$ cat config.mk
export PLATFORM = sky130hd
export DESIGN_NAME = chacha_cell
export DESIGN_NICKNAME = d
export VERILOG_FILES = /design/src/rtl/chacha_pkg.sv /design/src/rtl/chacha_cell.sv
export SDC_FILE = /design/constraint.sdc
export NUM_CORES = 1
export LEC_CHECK = 0
export BUFFER_PORTS_ARGS = -buffer_cell sky130_fd_sc_hd__buf_2
export CAP_MARGIN = 20
export CORE_AREA = 5 5 453 455
export CTS_BUF_LIST = sky130_fd_sc_hd__clkbuf_8
export DETAILED_ROUTE_END_ITERATION = 10
export DIE_AREA = 0 0 458 460
export PLACE_DENSITY_LB_ADDON = 0.05
export SLEW_MARGIN = 15
export SYNTH_ARGS = -nofsm -noshare
export SYNTH_HDL_FRONTEND = slang
export SYNTH_SLANG_ARGS = --single-unit
$ cat constraint.sdc
create_clock -name clk -period 1 [get_ports clk]
set_input_delay 0.05 -clock clk [delete_from_list [all_inputs] [get_ports clk]]
set_output_delay 0.05 -clock clk [all_outputs]
set_load 0.005 [all_outputs]
$ cat src/rtl/chacha_pkg.sv
`default_nettype none
package chacha_pkg;

    localparam logic [31:0] SIGMA0 = 32'h61707865;
    localparam logic [31:0] SIGMA1 = 32'h3320646e;
    localparam logic [31:0] SIGMA2 = 32'h79622d32;
    localparam logic [31:0] SIGMA3 = 32'h6b206574;

    localparam logic [2:0] REG_KEY01 = 3'd0;
    localparam logic [2:0] REG_KEY23 = 3'd1;
    localparam logic [2:0] REG_KEY45 = 3'd2;
    localparam logic [2:0] REG_KEY67 = 3'd3;
    localparam logic [2:0] REG_NONCE = 3'd4;

    typedef logic [15:0][31:0] block_t;

    typedef struct packed {
        logic [31:0] data_in;
        logic [2:0]  byte_count;
        logic        last_of_message;
    } in_item_t;

    typedef struct packed {
        logic [31:0] data_out;
        logic [2:0]  out_byte_count;
        logic        out_last;
    } out_item_t;

    typedef struct packed {
        block_t      x;
        logic [31:0] ctr;
        logic [3:0]  pos;
        logic        fresh;
        in_item_t    item;
    } stage_t;

    function automatic logic [31:0] rotl(input logic [31:0] v, input int n);
        rotl = (v << n) | (v >> (32 - n));
    endfunction

    function automatic block_t make_init(input logic [63:0] k01, input logic [63:0] k23,
                                         input logic [63:0] k45, input logic [63:0] k67,
                                         input logic [63:0] nonce, input logic [31:0] ctr);
        block_t b;
        b[0]  = SIGMA0;
        b[1]  = SIGMA1;
        b[2]  = SIGMA2;
        b[3]  = SIGMA3;
        b[4]  = k01[31:0];
        b[5]  = k01[63:32];
        b[6]  = k23[31:0];
        b[7]  = k23[63:32];
        b[8]  = k45[31:0];
        b[9]  = k45[63:32];
        b[10] = k67[31:0];
        b[11] = k67[63:32];
        b[12] = ctr;
        b[13] = 32'd0;
        b[14] = nonce[31:0];
        b[15] = nonce[63:32];
        make_init = b;
    endfunction

endpackage
`default_nettype wire

$ cat src/rtl/chacha_cell.sv
`default_nettype none
module chacha_cell #(
    parameter int DIAG   = 0,
    parameter int SECOND = 0
) (
    input  wire                  clk,
    input  wire                  rst_n,
    input  wire                  adv,
    input  wire                  vld_in,
    input  chacha_pkg::stage_t   stage_in,
    output logic                 vld_out,
    output chacha_pkg::stage_t   stage_out
);

    localparam int ROT_D = (SECOND != 0) ? 8 : 16;
    localparam int ROT_B = (SECOND != 0) ? 7 : 12;

    logic               vld_reg;
    chacha_pkg::stage_t stage_reg;
    chacha_pkg::stage_t stage_next;

    always_comb
    begin
        logic [31:0] a;
        logic [31:0] b;
        logic [31:0] c;
        logic [31:0] d;
        int ib;
        int ic;
        int id;
        stage_next = stage_in;
        for (int i = 0; i < 4; i++)
        begin
            ib = (DIAG != 0) ? 4 + ((i + 1) % 4) : 4 + i;
            ic = (DIAG != 0) ? 8 + ((i + 2) % 4) : 8 + i;
            id = (DIAG != 0) ? 12 + ((i + 3) % 4) : 12 + i;
            a = stage_in.x[i] + stage_in.x[ib];
            d = chacha_pkg::rotl(stage_in.x[id] ^ a, ROT_D);
            c = stage_in.x[ic] + d;
            b = chacha_pkg::rotl(stage_in.x[ib] ^ c, ROT_B);
            stage_next.x[i]  = a;
            stage_next.x[ib] = b;
            stage_next.x[ic] = c;
            stage_next.x[id] = d;
        end
    end

    always_ff @(posedge clk or negedge rst_n)
    begin
        if (!rst_n)
            vld_reg <= 1'b0;
        else if (adv)
            vld_reg <= vld_in;
    end

    always_ff @(posedge clk)
    begin
        if (adv)
            stage_reg <= stage_next;
    end

    assign vld_out   = vld_reg;
    assign stage_out = stage_reg;

endmodule
`default_nettype wire

# After elaboration in Yosys (flattened, before gate mapping)
# Cells that the tools add are included.
dict set report word_totals {
  reg_bits 586
  in_bits 589
  out_inout_bits 586
  word_cells 47
}
dict set report classes {
  n_addsub 8
  bitwise_logic 16
}
# cell n
set ops {}
lappend ops {{32-bit adder} 8}
lappend ops {{32-bit XOR} 8}
lappend ops {{32-bit by 12-bit OR with 32-bit output} 4}
lappend ops {{32-bit by 16-bit OR with 32-bit output} 4}

# Longest topological paths before layout
dict set report depth {
  word_depth 6
  depth_mapped 24
  mapped_depth_nobuf 24
}

# Worst setup path before layout
# Ideal clock, no wire load.
dict set report synth_path {
  path_kind {input -> register}
  start {in stage_in[73] (netlist name)}
  end {reg stage_reg (netlist bit stage_out[211]) (data pin)}
  setup_time_ns 0.259
  arrival_ns 4.759
  required_ns 0.741
  setup_slack_ns -4.018
  cell_stages 23
  n_path_buf 0
  path_cell_list {ha_1 fa_1 a21o_1 a21oi_1 o21ba_2 nor4_1 a211o_1 a311o_1 a21boi_1 nand2b_1 a21o_1 xnor2_1 ha_1 nand2_1 o21ai_0 a2111oi_0 inv_1 a211o_1 a311o_1 o31ai_4 nor3_1 a311o_1 xor2_1}
}
# item line
set synth_lines {}
lappend synth_lines {{start, declared} chacha_cell.sv:10} ;# input chacha_pkg::stage_t stage_in,
lappend synth_lines {{end signal, assigned} chacha_cell.sv:59} ;# stage_reg <= stage_next;
lappend synth_lines {{end, declared} chacha_cell.sv:19} ;# chacha_pkg::stage_t stage_reg;

==> impl_metrics.csv <==
group,metric,value,unit
run_status,status,"complete, but fails checks",
run_status,violations,"negative hold slack, negative setup slack",
global_route,grt_max_degree,31,
floorplan,ios,1175,
synth,synth_fp_nets,3262,
cts,cts_root_buf,"clkbuf_8",
timing,slew_viol_final,0,
synth,synth_edf_count,585,
global_route,antenna_found_initial,146,
synth,yosysMostFrequentCell,"edfxtp_1",
global_route,grt_pass1_wl,257000,um
timing,layout_setup_ws,-3710,ps
placement,dpl.hpwl,161000,um
route,ant_nets,0,
global_route,grt.total_usage,17.3,%
timing,worst_clock_skew,0,ps
synth,synth_top_area_cell,"edfxtp_1",
synth,syn_inst,2417,
floorplan,die_h,460,um
synth,yosysTopAreaCellShare,55.4,%
timing,slew_headroom,56.9,%
power,leakage,27.1,nW
route,route.detailed.drc,0,
layout,fin_nets,6073,
route,wire_per_inst,23.6,um
layout,stdcell_count,8030,
placement,portBuffers,1174,
synth,synth-async-reset-ratio,0.171,%
setup_path,required,1610,ps
cts,path_clk_slew,60,ps
cts,cts_sinks,586,
timing,min_period,4710,ps
timing,hold_ws,-494,ps
global_route,grt_pass1_vias,33300,
cts,htreeDepth,4,
power,peakVddDrop,0.00102,V
floorplan,die_w,458,um
floorplan,die_area,211000,um^2
synth,avgSynthCellArea,13.1,um^2
placement,place.gp.congestion,0.796,
layout,utilization,30.4,%
setup_path,critPathCaptureType,"flop",
timing,hold_viol_final,392,
flow_run,max-cap-violations,0,
timing,worst_pin_slew,642,ps
floorplan,placementRows,165,
cts,cts_tree,"done",
synth,ys_top_cells_by_area,"edfxtp_1 (55%), ha_1 (9.8%), xor2_1 (8.7%), xnor2_1 (4.8%), a21o_1 (3.2%)",
layout,areaGrowthSynthToFinish,92.6,%
cts,clk_path_buf_depth,3,
route,vias,31100,
floorplan,design.core.area,201000,um^2
route,first_pass_iters,5,
floorplan,start_util,15.8,%
global_route,grt_remaining_overflow,0,
route,wirelength,190000,um
layout,layout-drive-gt1-share,58.1,%
placement,dp_slack,-5270,ps
synth,yosys-top-cells-count,"edfxtp_1 (585), xor2_1 (315), ha_1 (248)",
setup_path,crit_path_start_kind,"input pin",
timing,fin_crit_sh,471,%
setup_path,crit_type,"input pin to flop",
synth,yosysWarnings,0,
timing,setup_viol,1072,
placement,placed_cells,7341,
timing,max_freq,0.213,GHz
synth,yosysUniqueCellTypes,81,
synth,syn_area,31700,um^2
setup_path,crit_arrival,5320,ps
cts,clk_latency,870,ps
timing,rsz0062_at_grt,"true",
route,first_iter_violations,1055,
synth,yosysSeqAreaShare,55.5,%
cts,numCtsBuffers,130,
synth,synthFlopType,"edfxtp_1",
placement,dpl_cell_area,50300,um^2
power,p_per_area,2120,nW/um^2
synth,postSynthRegisterBits,586,
worst_hold_path,min_path_type,"input pin to flop",
layout,fillers,21100,
layout,design_area,61100,um^2
setup_path,cp_max_fo,6,
route,vias_per_cell,3.87,
==> registers in the layout (all words and copies together) (netlist names) <==
name,count
stage_out,585
vld_out,1
==> layer usage <==
metal  share of wire (%)  vias to the layer above  GRT usage [%]
met1                  38                    14800           18.7
met4                 2.8                       92           4.98
met3                 8.4                      360           6.87
met5                0.30                        -              0
met2                  51                      984           31.1
li1                    -                    14900              -
==> cells in the final DEF, fill, tap and decap left out, types with 27 or more instances in the layout <==
master and count:
buf_2 1158, buf_4 1079, edfxtp_1 585, dlygate4sd3_1 319, xor2_1 252, ha_1 169, a21o_1 131, clkbuf_8 131
buf_6 108, a21oi_1 96, xnor2_1 91, inv_1 85, nor2_1 76, a21oi_2 69, nand2_1 68, ha_4 68
xnor2_2 56, o21a_1 42, o21ai_0 42, diode_2 39, xor2_2 32, xor2_4 31, o21ai_2 27
==> cells by family after synthesis <==
family / synth area share, %
buf+inv: 0.809
mux: 0.0355
fa+ha+maj: 10.3
flops: 55.5
xor+xnor: 13.8
simple gates: 5.50
compound gates: 14.1
==> area by class of cell <==
cell class / count / area (um^2) / area share [%]
antenna: 39 / 97.6 / 0.160
clock inverter: 92 / 583 / 0.955
clock buffer: 131 / 1800 / 2.95
sequential: 586 / 17600 / 28.8
inverter: 55 / 206 / 0.338
tap: 2672 / 3340 / 5.47
multi-input combinational: 1763 / 18600 / 30.5
timing repair buffer: 2692 / 18800 / 30.9
==> worst paths after layout <==
path	from	to	cells after the start	slack [ps]
worst max-delay path	stage_in[201]	stage_out[211]$_DFFE_PP_	25	-3710
worst min-delay path	stage_in[484]	stage_out[468]$_DFFE_PP_	2	-490
worst max register to register	vld_out$_DFFE_PN0P_	vld_out$_DFFE_PN0P_	1	260
worst min register to register	vld_out$_DFFE_PN0P_	vld_out$_DFFE_PN0P_	1	510
max in group asynchronous	rst_n	vld_out$_DFFE_PN0P_	4	370
min in group asynchronous	rst_n	vld_out$_DFFE_PN0P_	4	530
==> power breakdown <==
| group | switching, mW | total [mW] | internal, mW |
|---|---|---|---|
| clock network | 12.8 | 26.3 | 13.6 |
| logic | 31.9 | 64.5 | 32.6 |
| registers | 1.97 | 38.4 | 36.4 |
==> worst max-delay path, stage by stage <==
cell	delay, ps
buf_8	110
ha_4	170
fa_2	340
a21o_1	180
a21oi_2	180
o21ba_4	200
nor4_4	70
a211o_1	340
a311o_2	400
a21boi_2	160
buf_6	140
nand2b_4	50
a21o_1	190
xnor2_2	250
ha_1	290
buf_4	190
nand3_1	160
nor4_4	70
and2_1	160
a211o_1	330
a311o_1	420
o31ai_4	240
nor3_1	80
a311o_1	340
xor2_1	170
==> metrics by stage <==
| step | TNS [ps] | total power [mW] |
|---|---|---|
| after detailed placement | -1456240 | 93.6 |
| final | -1159110 | 129 |
| after global placement | -1452500 | 94.2 |
| after global routing | -1264200 | 138 |
| after floorplan | -934000 | 59.1 |
| after CTS | -1221960 | 128 |
==> what timing repair did <==
| action | 4_1_cts | 5_1_grt |
|---|---|---|
| resized for setup | 348 | 329 |
| hold endpoints to repair | 1169 | 459 |
| buffers inserted | 91 | 83 |
| endpoints found under the setup margin | 1045 | 1063 |
| hold buffers | 317 | 15 |
| pin swaps | 202 | 291 |
Note: power is estimated with default switching activity, not from simulation.
